===== src/tsf_pkg.sv =====
// ----------------------------------------------------------------------------
// tsf_pkg
// Shared widths, node codes, register map and point record for the
// tetrahedron shape function evaluator.
// ----------------------------------------------------------------------------
package tsf_pkg;

   // Field widths
   localparam int TAG_W        = 4;
   localparam int COORD_W      = 17;
   localparam int IDX_W        = 4;
   localparam int OUT_W        = 20;
   localparam int REQ_DATA_W   = 56;
   localparam int RSP_DATA_W   = 88;
   localparam int FRAC_BITS_DEF = 16;

   // Output saturation limits (signed 20 bit)
   localparam int OUT_MAX = 524287;
   localparam int OUT_MIN = -524288;

   // Queue between front and back
   localparam int QUEUE_DEPTH = 2;

   // Configuration port
   localparam int CSR_ADDR_W = 2;
   localparam int CSR_DATA_W = 32;
   localparam logic [CSR_ADDR_W-1:0] ADDR_ELEMENT_ORDER = 2'd0;
   localparam logic ORDER_LINEAR    = 1'b0;
   localparam logic ORDER_QUADRATIC = 1'b1;

   // Node numbers: corners, then edges
   localparam logic [IDX_W-1:0] N_CORNER_A = 4'd0;
   localparam logic [IDX_W-1:0] N_CORNER_1 = 4'd1;
   localparam logic [IDX_W-1:0] N_CORNER_2 = 4'd2;
   localparam logic [IDX_W-1:0] N_CORNER_3 = 4'd3;
   localparam logic [IDX_W-1:0] N_EDGE_1A  = 4'd4;
   localparam logic [IDX_W-1:0] N_EDGE_12  = 4'd5;
   localparam logic [IDX_W-1:0] N_EDGE_2A  = 4'd6;
   localparam logic [IDX_W-1:0] N_EDGE_3A  = 4'd7;
   localparam logic [IDX_W-1:0] N_EDGE_13  = 4'd8;
   localparam logic [IDX_W-1:0] N_EDGE_23  = 4'd9;

   // One accepted point, as handed from front to back
   typedef struct packed {
      logic               quad;
      logic [TAG_W-1:0]   tag;
      logic [COORD_W-1:0] coord_one;
      logic [COORD_W-1:0] coord_two;
      logic [COORD_W-1:0] coord_three;
   } point_type;

   localparam int POINT_W = $bits(point_type);

endpackage


===== src/tetra_shape_function_eval_core.sv =====
// ----------------------------------------------------------------------------
// tetra_shape_function_eval_core
// Shape values and reference derivatives of a linear or quadratic
// tetrahedron at one barycentric point.
// ----------------------------------------------------------------------------
// Usage:
//   Send one point per word on the req_ channel (tag and L1, L2, L3 in
//   Q.FRAC_BITS). The block answers with one word per node on the rsp_
//   channel, in node order, rsp_tlast marking the final node: 10 words in
//   quadratic mode, 4 in linear mode. Select the mode through the
//   element_order register at csr_ address 0; write it only while idle.
//   An accepted point reaches its first node word through the queue,
//   operand, product and output stages behind the input register.
//   The node sequencer issues one node per cycle while the queue holds a
//   point and the output does not stall; meanwhile the input side keeps
//   accepting into a two-entry queue and a holding register.
//   When the receiver holds rsp_tready low, the output register holds its
//   word and the back pipeline freezes; the queue then fills and req_tready
//   drops. Reset empties the pipeline and queue and sets quadratic mode.
// ----------------------------------------------------------------------------
module tetra_shape_function_eval_core #(
   parameter int FRAC_BITS = tsf_pkg::FRAC_BITS_DEF
) (
   input  logic                            clock,
   input  logic                            reset,
   // tdata: point_tag[3:0], coord_one[20:4], coord_two[37:21],
   //        coord_three[54:38], zero fill[55]
   input  logic                            req_tvalid,
   output logic                            req_tready,
   input  logic [tsf_pkg::REQ_DATA_W-1:0]  req_tdata,
   // tdata: point_tag_res[3:0], node_index[7:4], shape_value[27:8],
   //        deriv_r[47:28], deriv_s[67:48], deriv_t[87:68]
   output logic                            rsp_tvalid,
   input  logic                            rsp_tready,
   output logic [tsf_pkg::RSP_DATA_W-1:0]  rsp_tdata,
   output logic                            rsp_tlast,
   input  logic                            csr_psel,
   input  logic                            csr_penable,
   input  logic                            csr_pwrite,
   input  logic [tsf_pkg::CSR_ADDR_W-1:0]  csr_paddr,
   input  logic [tsf_pkg::CSR_DATA_W-1:0]  csr_pwdata,
   output logic [tsf_pkg::CSR_DATA_W-1:0]  csr_prdata,
   output logic                            csr_pready
);

   localparam int AW = ((FRAC_BITS > 19) ? FRAC_BITS : 19) + 2;
   localparam int QW = tsf_pkg::POINT_W + AW;

   logic                 order_ff, order_in;
   logic                 csr_wr;
   logic                 push, pop, q_full, q_empty;
   tsf_pkg::point_type   f_point, q_point;
   logic signed [AW-1:0] f_a, q_a;
   logic [QW-1:0]        q_rdata;

   // Register file
   assign csr_pready = 1'b1;
   assign csr_wr = csr_psel && csr_penable && csr_pwrite && csr_pready
                   && (csr_paddr == tsf_pkg::ADDR_ELEMENT_ORDER);
   assign order_in = csr_wr ? csr_pwdata[0] : order_ff;

   always_ff @(posedge clock) begin
      if (reset) begin
         order_ff <= tsf_pkg::ORDER_QUADRATIC;
      end else begin
         order_ff <= order_in;
      end
   end

   always_comb begin
      csr_prdata = '0;
      if (csr_paddr == tsf_pkg::ADDR_ELEMENT_ORDER) begin
         csr_prdata[0] = order_ff;
      end
   end

   tsf_front #(
      .FRAC_BITS (FRAC_BITS)
   ) u_front (
      .clock      (clock),
      .reset      (reset),
      .req_tvalid (req_tvalid),
      .req_tready (req_tready),
      .req_tdata  (req_tdata),
      .order      (order_ff),
      .push       (push),
      .q_full     (q_full),
      .point_out  (f_point),
      .a_out      (f_a)
   );

   tsf_queue #(
      .DATA_W (QW),
      .DEPTH  (tsf_pkg::QUEUE_DEPTH)
   ) u_queue (
      .clock (clock),
      .reset (reset),
      .push  (push),
      .wdata ({f_a, f_point}),
      .pop   (pop),
      .rdata (q_rdata),
      .full  (q_full),
      .empty (q_empty)
   );

   assign q_point = q_rdata[tsf_pkg::POINT_W-1:0];
   assign q_a     = q_rdata[QW-1:tsf_pkg::POINT_W];

   tsf_back #(
      .FRAC_BITS (FRAC_BITS)
   ) u_back (
      .clock      (clock),
      .reset      (reset),
      .q_empty    (q_empty),
      .q_point    (q_point),
      .q_a        (q_a),
      .pop        (pop),
      .rsp_tvalid (rsp_tvalid),
      .rsp_tready (rsp_tready),
      .rsp_tdata  (rsp_tdata),
      .rsp_tlast  (rsp_tlast)
   );

endmodule


===== src/tsf_front.sv =====
// ----------------------------------------------------------------------------
// tsf_front
// Input stage: accepts a point word, forms the fourth barycentric coordinate
// and holds the point until the queue takes it.
// ----------------------------------------------------------------------------
module tsf_front #(
   parameter int FRAC_BITS = tsf_pkg::FRAC_BITS_DEF
) (
   input  logic                            clock,
   input  logic                            reset,
   input  logic                            req_tvalid,
   output logic                            req_tready,
   input  logic [tsf_pkg::REQ_DATA_W-1:0]  req_tdata,
   input  logic                            order,
   output logic                            push,
   input  logic                            q_full,
   output tsf_pkg::point_type              point_out,
   output logic signed [((FRAC_BITS > 19) ? FRAC_BITS : 19) + 1:0] a_out
);

   localparam int AW = ((FRAC_BITS > 19) ? FRAC_BITS : 19) + 2;
   localparam int CW = tsf_pkg::COORD_W;
   localparam logic signed [AW-1:0] ONE_A =
      {{(AW-FRAC_BITS-1){1'b0}}, 1'b1, {FRAC_BITS{1'b0}}};

   logic                      valid_ff, valid_in;
   tsf_pkg::point_type        point_ff, point_in;
   logic signed [AW-1:0]      a_ff, a_in;
   logic                      take;

   // Accept while the holding register is free or draining this cycle
   assign req_tready = !valid_ff || !q_full;
   assign take       = req_tvalid && req_tready;
   assign push       = valid_ff && !q_full;

   // Unpack the word and form a = 1 - L1 - L2 - L3
   always_comb begin
      point_in.quad        = order;
      point_in.tag         = req_tdata[tsf_pkg::TAG_W-1:0];
      point_in.coord_one   = req_tdata[tsf_pkg::TAG_W +: CW];
      point_in.coord_two   = req_tdata[tsf_pkg::TAG_W + CW +: CW];
      point_in.coord_three = req_tdata[tsf_pkg::TAG_W + 2*CW +: CW];
      a_in = ONE_A
           - signed'({{(AW-CW){1'b0}}, point_in.coord_one})
           - signed'({{(AW-CW){1'b0}}, point_in.coord_two})
           - signed'({{(AW-CW){1'b0}}, point_in.coord_three});
      valid_in = take ? 1'b1 : (push ? 1'b0 : valid_ff);
   end

   always_ff @(posedge clock) begin
      if (reset) begin
         valid_ff <= 1'b0;
      end else begin
         valid_ff <= valid_in;
      end
   end

   // Hold payload
   always_ff @(posedge clock) begin
      if (take) begin
         point_ff <= point_in;
         a_ff     <= a_in;
      end
   end

   assign point_out = point_ff;
   assign a_out     = a_ff;

endmodule


===== src/tsf_queue.sv =====
// ----------------------------------------------------------------------------
// tsf_queue
// Short first-in first-out queue that decouples the front from the back.
// ----------------------------------------------------------------------------
module tsf_queue #(
   parameter int DATA_W = 8,
   parameter int DEPTH  = tsf_pkg::QUEUE_DEPTH
) (
   input  logic              clock,
   input  logic              reset,
   input  logic              push,
   input  logic [DATA_W-1:0] wdata,
   input  logic              pop,
   output logic [DATA_W-1:0] rdata,
   output logic              full,
   output logic              empty
);

   localparam int PW = (DEPTH > 1) ? $clog2(DEPTH) : 1;
   localparam int CNTW = $clog2(DEPTH + 1);

   logic [DATA_W-1:0] mem_ff [DEPTH];
   logic [PW-1:0]     wr_ptr_ff, wr_ptr_in;
   logic [PW-1:0]     rd_ptr_ff, rd_ptr_in;
   logic [CNTW-1:0]   count_ff, count_in;

   assign full  = (count_ff == CNTW'(DEPTH));
   assign empty = (count_ff == '0);
   assign rdata = mem_ff[rd_ptr_ff];

   // Advance pointers with wrap at the depth
   always_comb begin
      wr_ptr_in = wr_ptr_ff;
      rd_ptr_in = rd_ptr_ff;
      count_in  = count_ff;
      if (push) begin
         wr_ptr_in = (wr_ptr_ff == PW'(DEPTH - 1)) ? '0 : wr_ptr_ff + 1'b1;
      end
      if (pop) begin
         rd_ptr_in = (rd_ptr_ff == PW'(DEPTH - 1)) ? '0 : rd_ptr_ff + 1'b1;
      end
      if (push && !pop) begin
         count_in = count_ff + 1'b1;
      end else if (pop && !push) begin
         count_in = count_ff - 1'b1;
      end
   end

   always_ff @(posedge clock) begin
      if (reset) begin
         wr_ptr_ff <= '0;
         rd_ptr_ff <= '0;
         count_ff  <= '0;
      end else begin
         wr_ptr_ff <= wr_ptr_in;
         rd_ptr_ff <= rd_ptr_in;
         count_ff  <= count_in;
      end
   end

   // Store the word
   always_ff @(posedge clock) begin
      if (push) begin
         mem_ff[wr_ptr_ff] <= wdata;
      end
   end

endmodule


===== src/tsf_back.sv =====
// ----------------------------------------------------------------------------
// tsf_back
// Node sequencer and evaluation pipeline: walks the nodes of the queued
// point, selects multiplier operands and derivatives, multiplies, shifts,
// saturates and holds each node result in the output register.
// ----------------------------------------------------------------------------
module tsf_back #(
   parameter int FRAC_BITS = tsf_pkg::FRAC_BITS_DEF
) (
   input  logic                            clock,
   input  logic                            reset,
   input  logic                            q_empty,
   input  tsf_pkg::point_type              q_point,
   input  logic signed [((FRAC_BITS > 19) ? FRAC_BITS : 19) + 1:0] q_a,
   output logic                            pop,
   output logic                            rsp_tvalid,
   input  logic                            rsp_tready,
   output logic [tsf_pkg::RSP_DATA_W-1:0]  rsp_tdata,
   output logic                            rsp_tlast
);

   localparam int BASE = (FRAC_BITS > 19) ? FRAC_BITS : 19;
   localparam int W    = BASE + 5;         // derivative width
   localparam int MW   = BASE + 2;         // multiplier operand width
   localparam int PW   = 2 * MW;           // product width
   localparam int CW   = tsf_pkg::COORD_W;
   localparam int IW   = tsf_pkg::IDX_W;
   localparam int TW   = tsf_pkg::TAG_W;
   localparam int OW   = tsf_pkg::OUT_W;

   localparam logic signed [W-1:0] ONE_W =
      {{(W-FRAC_BITS-1){1'b0}}, 1'b1, {FRAC_BITS{1'b0}}};
   localparam logic signed [W-1:0]  D_MAX = W'(tsf_pkg::OUT_MAX);
   localparam logic signed [W-1:0]  D_MIN = W'(tsf_pkg::OUT_MIN);
   localparam logic signed [PW-1:0] P_MAX = PW'(tsf_pkg::OUT_MAX);
   localparam logic signed [PW-1:0] P_MIN = PW'(tsf_pkg::OUT_MIN);

   // Saturate a derivative to the output range
   function automatic logic [OW-1:0] sat_d(input logic signed [W-1:0] v);
      logic signed [W-1:0] c;
      c = v;
      if (v > D_MAX) c = D_MAX;
      if (v < D_MIN) c = D_MIN;
      return c[OW-1:0];
   endfunction

   // Sequencer
   logic [IW-1:0] node_ff, node_in;
   logic          adv, issue, last;

   // Operand and derivative select
   logic signed [W-1:0] l1, l2, l3, aw;
   logic signed [W-1:0] sel_a, sel_b, sel_r, sel_s, sel_t;

   // Stage 1: operands
   logic                 p1_valid_ff;
   logic signed [MW-1:0] p1_opa_ff, p1_opb_ff;
   logic signed [W-1:0]  p1_r_ff, p1_s_ff, p1_t_ff;
   logic [IW-1:0]        p1_node_ff;
   logic [TW-1:0]        p1_tag_ff;
   logic                 p1_last_ff;

   // Stage 2: product
   logic                 p2_valid_ff;
   logic signed [PW-1:0] p2_prod_ff;
   logic signed [W-1:0]  p2_r_ff, p2_s_ff, p2_t_ff;
   logic [IW-1:0]        p2_node_ff;
   logic [TW-1:0]        p2_tag_ff;
   logic                 p2_last_ff;

   // Output register
   logic                 out_valid_ff;
   logic [OW-1:0]        out_n_ff, out_r_ff, out_s_ff, out_t_ff;
   logic [IW-1:0]        out_node_ff;
   logic [TW-1:0]        out_tag_ff;
   logic                 out_last_ff;

   logic signed [PW-1:0] shifted;
   logic [OW-1:0]        shape_sat;

   // Whole pipeline moves when the output register is free or taken
   assign adv   = !out_valid_ff || rsp_tready;
   assign issue = adv && !q_empty;
   assign last  = q_point.quad ? (node_ff == tsf_pkg::N_EDGE_23)
                               : (node_ff == tsf_pkg::N_CORNER_3);
   assign pop   = issue && last;

   always_comb begin
      node_in = node_ff;
      if (issue) begin
         node_in = last ? '0 : node_ff + 1'b1;
      end
   end

   // Select per-node operands and derivatives
   always_comb begin
      l1 = signed'({{(W-CW){1'b0}}, q_point.coord_one});
      l2 = signed'({{(W-CW){1'b0}}, q_point.coord_two});
      l3 = signed'({{(W-CW){1'b0}}, q_point.coord_three});
      aw = W'(q_a);
      sel_a = '0;
      sel_b = ONE_W;
      sel_r = '0;
      sel_s = '0;
      sel_t = '0;
      if (q_point.quad == tsf_pkg::ORDER_LINEAR) begin
         // Value passes through a multiply by one
         case (node_ff)
            tsf_pkg::N_CORNER_A: begin
               sel_a = aw;
               sel_r = -ONE_W;
               sel_s = -ONE_W;
               sel_t = -ONE_W;
            end
            tsf_pkg::N_CORNER_1: begin
               sel_a = l1;
               sel_r = ONE_W;
            end
            tsf_pkg::N_CORNER_2: begin
               sel_a = l2;
               sel_s = ONE_W;
            end
            tsf_pkg::N_CORNER_3: begin
               sel_a = l3;
               sel_t = ONE_W;
            end
            default: begin
               sel_a = '0;
            end
         endcase
      end else begin
         case (node_ff)
            tsf_pkg::N_CORNER_A: begin
               sel_a = (aw <<< 1) - ONE_W;
               sel_b = aw;
               sel_r = ONE_W - (aw <<< 2);
               sel_s = ONE_W - (aw <<< 2);
               sel_t = ONE_W - (aw <<< 2);
            end
            tsf_pkg::N_CORNER_1: begin
               sel_a = l1;
               sel_b = (l1 <<< 1) - ONE_W;
               sel_r = (l1 <<< 2) - ONE_W;
            end
            tsf_pkg::N_CORNER_2: begin
               sel_a = l2;
               sel_b = (l2 <<< 1) - ONE_W;
               sel_s = (l2 <<< 2) - ONE_W;
            end
            tsf_pkg::N_CORNER_3: begin
               sel_a = l3;
               sel_b = (l3 <<< 1) - ONE_W;
               sel_t = (l3 <<< 2) - ONE_W;
            end
            tsf_pkg::N_EDGE_1A: begin
               sel_a = l1 <<< 2;
               sel_b = aw;
               sel_r = (aw - l1) <<< 2;
               sel_s = -(l1 <<< 2);
               sel_t = -(l1 <<< 2);
            end
            tsf_pkg::N_EDGE_12: begin
               sel_a = l1 <<< 2;
               sel_b = l2;
               sel_r = l2 <<< 2;
               sel_s = l1 <<< 2;
            end
            tsf_pkg::N_EDGE_2A: begin
               sel_a = l2 <<< 2;
               sel_b = aw;
               sel_r = -(l2 <<< 2);
               sel_s = (aw - l2) <<< 2;
               sel_t = -(l2 <<< 2);
            end
            tsf_pkg::N_EDGE_3A: begin
               sel_a = l3 <<< 2;
               sel_b = aw;
               sel_r = -(l3 <<< 2);
               sel_s = -(l3 <<< 2);
               sel_t = (aw - l3) <<< 2;
            end
            tsf_pkg::N_EDGE_13: begin
               sel_a = l1 <<< 2;
               sel_b = l3;
               sel_r = l3 <<< 2;
               sel_t = l1 <<< 2;
            end
            tsf_pkg::N_EDGE_23: begin
               sel_a = l2 <<< 2;
               sel_b = l3;
               sel_s = l3 <<< 2;
               sel_t = l2 <<< 2;
            end
            default: begin
               sel_a = '0;
            end
         endcase
      end
   end

   // Shift down the product (floor) and clamp
   always_comb begin
      shifted   = p2_prod_ff >>> FRAC_BITS;
      shape_sat = shifted[OW-1:0];
      if (shifted > P_MAX) shape_sat = P_MAX[OW-1:0];
      if (shifted < P_MIN) shape_sat = P_MIN[OW-1:0];
   end

   // Control registers
   always_ff @(posedge clock) begin
      if (reset) begin
         node_ff      <= '0;
         p1_valid_ff  <= 1'b0;
         p2_valid_ff  <= 1'b0;
         out_valid_ff <= 1'b0;
      end else begin
         node_ff <= node_in;
         if (adv) begin
            p1_valid_ff  <= issue;
            p2_valid_ff  <= p1_valid_ff;
            out_valid_ff <= p2_valid_ff;
         end
      end
   end

   // Advance payload through the stages
   always_ff @(posedge clock) begin
      if (adv) begin
         p1_opa_ff  <= MW'(sel_a);
         p1_opb_ff  <= MW'(sel_b);
         p1_r_ff    <= sel_r;
         p1_s_ff    <= sel_s;
         p1_t_ff    <= sel_t;
         p1_node_ff <= node_ff;
         p1_tag_ff  <= q_point.tag;
         p1_last_ff <= last;

         p2_prod_ff <= PW'(p1_opa_ff) * PW'(p1_opb_ff);
         p2_r_ff    <= p1_r_ff;
         p2_s_ff    <= p1_s_ff;
         p2_t_ff    <= p1_t_ff;
         p2_node_ff <= p1_node_ff;
         p2_tag_ff  <= p1_tag_ff;
         p2_last_ff <= p1_last_ff;

         out_n_ff    <= shape_sat;
         out_r_ff    <= sat_d(p2_r_ff);
         out_s_ff    <= sat_d(p2_s_ff);
         out_t_ff    <= sat_d(p2_t_ff);
         out_node_ff <= p2_node_ff;
         out_tag_ff  <= p2_tag_ff;
         out_last_ff <= p2_last_ff;
      end
   end

   assign rsp_tvalid = out_valid_ff;
   assign rsp_tlast  = out_last_ff;
   assign rsp_tdata  = {out_t_ff, out_s_ff, out_r_ff, out_n_ff, out_node_ff, out_tag_ff};

endmodule

===== config.mk =====
export PLATFORM = sky130hd
export DESIGN_NAME = tetra_shape_function_eval_core
export DESIGN_NICKNAME = d
export VERILOG_FILES = /design/src/tsf_pkg.sv /design/src/tetra_shape_function_eval_core.sv /design/src/tsf_front.sv /design/src/tsf_queue.sv /design/src/tsf_back.sv
export SDC_FILE = /design/constraint.sdc
export NUM_CORES = 2
export LEC_CHECK = 0
export ABC_CLOCK_PERIOD_IN_PS = 15900
export BUFFER_PORTS_ARGS = -buffer_cell sky130_fd_sc_hd__buf_2
export CORE_MARGIN = 3
export CORE_UTILIZATION = 35
export DETAILED_ROUTE_END_ITERATION = 6
export SYNTH_ARGS = -nofsm -noshare
export SYNTH_HDL_FRONTEND = slang
export SYNTH_SLANG_ARGS = --single-unit
export TNS_END_PERCENT = 10

===== constraint.sdc =====
create_clock -name clock -period 15.9 [get_ports clock]
set_clock_uncertainty 0.2 [all_clocks]
set_input_delay 3.975 -clock clock [delete_from_list [all_inputs] [get_ports clock]]
set_output_delay 3.975 -clock clock [all_outputs]
set_load 0.005 [all_outputs]

# Word-level counts from Yosys, hierarchy flattened
# Memories as Yosys holds them, arrays and structs flattened. A register that Yosys moved wholly into a read port is not among the register bits.
# Cells that the tools add are included.
# totals
out_inout_bits	124
mem_count	1
register_bits	425
inputBits	97
ram_bits	154
# mem_list
name	words	width	read_ports	rd_ports_with_merged_regs	wr	line	source
u_queue.mem_ff	2	77	1	1	1	tsf_queue.sv:22	logic [DATA_W-1:0] mem_ff [DEPTH];
# classes
n_eq_ne	10
add_sub_neg	22
n_mux	30
multipliers	1
reduce_logical	26
magnitude_cmp	8
# ops
operator	count
24-bit case mux with 7 select lines	3
21-bit case mux with 7 select lines	1
24-bit case mux with 2 select lines	3
21-bit case mux with 6 select lines	1
21-bit case mux with 4 select lines	1
20-bit 2-to-1 mux	4
24-bit by 20-bit > comparator with 1-bit output, second input constant	3
24-bit by 20-bit < comparator with 1-bit output, second input constant	3
24-bit 2-to-1 mux	3
19-bit negator with 24-bit output	3
21-bit by 18-bit subtractor with 22-bit output	3
19-bit by 17-bit subtractor with 20-bit output, second input constant	3
18-bit by 17-bit subtractor with 19-bit output, second input constant	3
21-bit by 21-bit multiplier with 42-bit output	1
21-bit by 18-bit subtractor with 21-bit output	2
26-bit by 20-bit > comparator with 1-bit output, second input constant	1
26-bit by 20-bit < comparator with 1-bit output, second input constant	1
18-bit by 23-bit subtractor with 24-bit output, first input constant	1
21-bit 2-to-1 mux	1
21-bit by 18-bit subtractor with 21-bit output, second input constant	1
17-bit by 17-bit subtractor with 18-bit output, first input constant	1
4-bit by 3-bit == test with 1-bit output, second input constant	4
1-bit 2-to-1 mux	10
1-bit logical AND	9
18 further kinds	31

# Depth between registers and ports, before layout
# depth
word_depth	7
mapped_depth	28

# Hierarchy
# From an unflattened synthesis, not the netlist that was laid out.
# hier_totals
hier_cells	4150
hier_area_um2	44649.1
# by_module_without_submodules
mod	area_per_inst_um2	n_inst	cells_per_inst
tsf_back	34028.9	1	3466
tsf_queue	5896.9	1	262
tsf_front	4420.5	1	381
tetra_shape_function_eval_core	302.8	1	41

# Least setup slack after synthesis
# OpenSTA, ideal clock, no wires.
# synth_timing
kind	input to register
start	input port rsp_tready
end	register u_back.out_n_ff[0], enable pin
required_ps	15046
t_arrival_ps	9928
path_stages	2
n_path_buf	0
slack_ps	5118
setup_time_ps	654
cell_sequence	nor2b_1 > inv_1
# synth_via
elab_chain_len	1
# synth_rtl
element	line	source
start: declaration	tetra_shape_function_eval_core.sv:34	input logic rsp_tready,
1-bit logical OR	tsf_back.sv:82	assign adv = !out_valid_ff || rsp_tready;
named net u_back.adv	tsf_back.sv:49	logic adv, issue, last;
end signal: assignment	tsf_back.sv:246	out_n_ff <= shape_sat;
end: declaration	tsf_back.sv:73	logic [OW-1:0] out_n_ff, out_r_ff, out_s_ff, out_t_ff;
# The timed path passes the listed nets, and every way through them passes these cells.
# A chain may end at the register's enable or synchronous reset.

# Worst setup path after layout
# layout_timing
start	input port csr_paddr[1] (netlist name)
end	output port csr_prdata[0] (netlist name)
# layout_via
elab_chain_len	2
# layout_rtl
element	line	source
start: declaration	tetra_shape_function_eval_core.sv:40	input logic [tsf_pkg::CSR_ADDR_W-1:0] csr_paddr,
2-bit logical NOT	tetra_shape_function_eval_core.sv:72	if (csr_paddr == tsf_pkg::ADDR_ELEMENT_ORDER) begin
1-bit 2-to-1 mux	tetra_shape_function_eval_core.sv:72	
end: declaration	tetra_shape_function_eval_core.sv:42	output logic [tsf_pkg::CSR_DATA_W-1:0] csr_prdata,
# No other way between the ends.

==> flow_summary.ini <==
[sta]
hold_viol_final = 0
worst_hold_slack_ps = 185
fin_tns_setup_ps = 0
post-route-min-period_ps = 8590
max_freq_mhz = 116
slew_violations = 0
fin_crit_sh_pct = 54.0
setup_violations = 0
max_slew_margin_pct = 10.0
worstMarginPinSlew_ps = 1320
rsz0062_at_grt = false

[placed_design]
dp_hpwl_um = 86800
place.gp.congestion = 0.945
port_buffers = 156

[routing]
ant_nets = 0
routed_wl_um = 116000
first_pass_iters = 6
drc = 0
first_iter_violations = 2822
wire_per_inst_um = 19.9
vias = 29856
via_per_inst = 5.14

[clock_tree]
cts_buffers = 59
cts_htree_levels = 2
root_buffer = clkbuf_16
cts_tree = yes
holdBufCountCts = 0
clk_latency_ps = 690
clock-sinks = 549
postCtsSetupBuffers = 0
clock_path_buffers = 3
ctsResizeCount = 0
path_clk_slew_ps = 60

[setup_path]
slowest_delay_ps = 130
critPathKind = input pin to output port
arrival_ps = 4420
cp-start-kind = input pin
cp.required_ps = 11730
critPathSlowestCell = and2_1
path_cells = buf_2 > nor2_1 > and2_1 > buf_2
cp-end-kind = output port
crit_top_cell = buf_2
worstPathMaxFanout = 2

[synth]
yosysMostFrequentCell = inv_1
syn_area_mm2 = 0.0441
synthFlopType = edfxtp_1
synth_cells = 4022
avgSynthCellArea_um2 = 11.0
ys_warn_count = 0
async_flop_share_pct = 0
ys_ff_latch = 549
yosys.cell_types.count = 99
synth_common_cells = inv_1 (644), edfxtp_1 (535), fa_1 (478), nand2_1 (347), nor2_1 (252)
yosysTopAreaCell = edfxtp_1
synth_edf_count = 535
synth_area_leaders = edfxtp_1 (36%), fa_1 (22%), ha_1 (5.7%)
synth_top_area_share_pct = 36.4
synth-seq-area-share_pct = 37.0

[floorplan]
num_rows = 129
initial_core_util_pct = 35.5
io_pins = 221
die_height_um = 361
coreArea_mm2 = 0.124
dieArea_mm2 = 0.130
die_x_um = 361

[global_routing]
grt_pass1_vias = 30487
grt_pass1_wl_um = 181000
grt_usage_pct = 17.8
globalRouteOverflowTotal = 0
antenna_found_initial = 3
grt_max_degree = 80

[min_path]
hold_class = flop to flop

[layout]
layout-drive-gt1-share_pct = 11.1
syn_to_final_growth_pct = 9.91
nNetsFinal = 4901

[job]
max_cap_viol_count = 0

[outcome]
status = completed
## worst max-delay path: cells and delay by family
family                 cells  cell delay, ps
buffers and inverters      2             200
AND/OR/NAND/NOR            2             240
## layout by cell type (no fill, tap or decap), drive strengths merged, types with 31 or more instances in the layout
cell type	count
mux2i	62
o22ai	57
nor2	254
xor2	57
and2	209
ha	200
nand3	40
o21ai	74
nor3	68
a21oi	154
nand2	350
edfxtp	535
fa	478
conb	32
xnor2	125
a211oi	31
a21o	97
inv	653
clkbuf	70
buf	221
## per-layer routing
metal,part of all wire [%],global-route usage [%],vias to the layer above
li1,-,-,13524
met1,44,25.4,14960
met2,44,27.4,1160
met3,8.3,3.64,208
met4,3.1,5.27,4
met5,0.023,0,-
## registers in the layout, indices dropped and copies added, names as in the netlist, 2 cells and up, named ones only
signal	flops
u_back.p2_prod_ff	26
u_back.p1_tag_ff	4
u_back.p2_r_ff	22
u_back.p1_opa_ff	21
u_back.p1_r_ff	22
u_queue.mem_ff	154
u_back.p1_opb_ff	21
u_front.point_out	56
u_back.p2_tag_ff	4
u_front.a_out	21
u_back.p1_s_ff	22
u_back.out_tag_ff	4
u_back.out_s_ff	19
u_back.out_n_ff	20
u_back.p1_node_ff	4
u_back.out_t_ff	19
u_queue.count_ff	2
u_back.out_node_ff	4
u_back.p2_node_ff	4
u_back.p2_s_ff	22
u_back.node_ff	4
u_back.p2_t_ff	22
u_back.out_r_ff	19
u_back.p1_t_ff	22
## per-stage QoR
stage	cell area [µm²]	utilization [%]	setup slack, ps	instances
after floorplan	44200	-	5120	4052
final	48500	39.0	7310	5811
after CTS	48500	39.0	7310	5810
after global routing	48500	39.0	7180	5810
after detailed placement	46600	37.4	7040	5702
after global placement	46600	37.4	7010	5702
## layout make-up
cell class              instances  area (µm²)
inverters                     650        2450
clock inverters                38         392
clock buffers                  70        1520
multi-input cells            2645       24500
flip-flops and latches        549       16300
well taps                    1637        2050
fillers                     12037       76000
diodes                          1        2.50
repair buffers                221        1270
## logic make-up (layout without fill, tap and decap cells)
kind of cell	Yosys count	in the layout	share of synthesized area [%]
and+or+nand+nor	1065	1065	11.9
AOI/OAI and AO/OA	604	604	9.40
muxes	84	84	2.70
adders and majority gates	678	678	27.4
buffers and inverters	858	979	7.92
xor gates and xnor gates	182	182	3.61
other	2	33	0.0170
DFF	549	549	37.0
## worst paths after layout
check | from | end | slack (ps) | depth (start not counted)
max | csr_paddr[1] | csr_prdata[0] | 7310 | 4
max reg2reg | u_back.p1_opb_ff[20]$_SDFFCE_PN0P_ | u_back.p2_prod_ff[41]$_DFFE_PP_ | 7550 | 22
min reg2reg | u_back.p1_t_ff[11]$_SDFFCE_PN0P_ | u_back.p2_t_ff[11]$_DFFE_PP_ | 190 | 0
min | u_back.p1_t_ff[11]$_SDFFCE_PN0P_ | u_back.p2_t_ff[11]$_DFFE_PP_ | 190 | 0
Power is left out: the tool's default activity adds up to more than one toggle a clock period on the data nets, which glitch-free logic cannot reach.
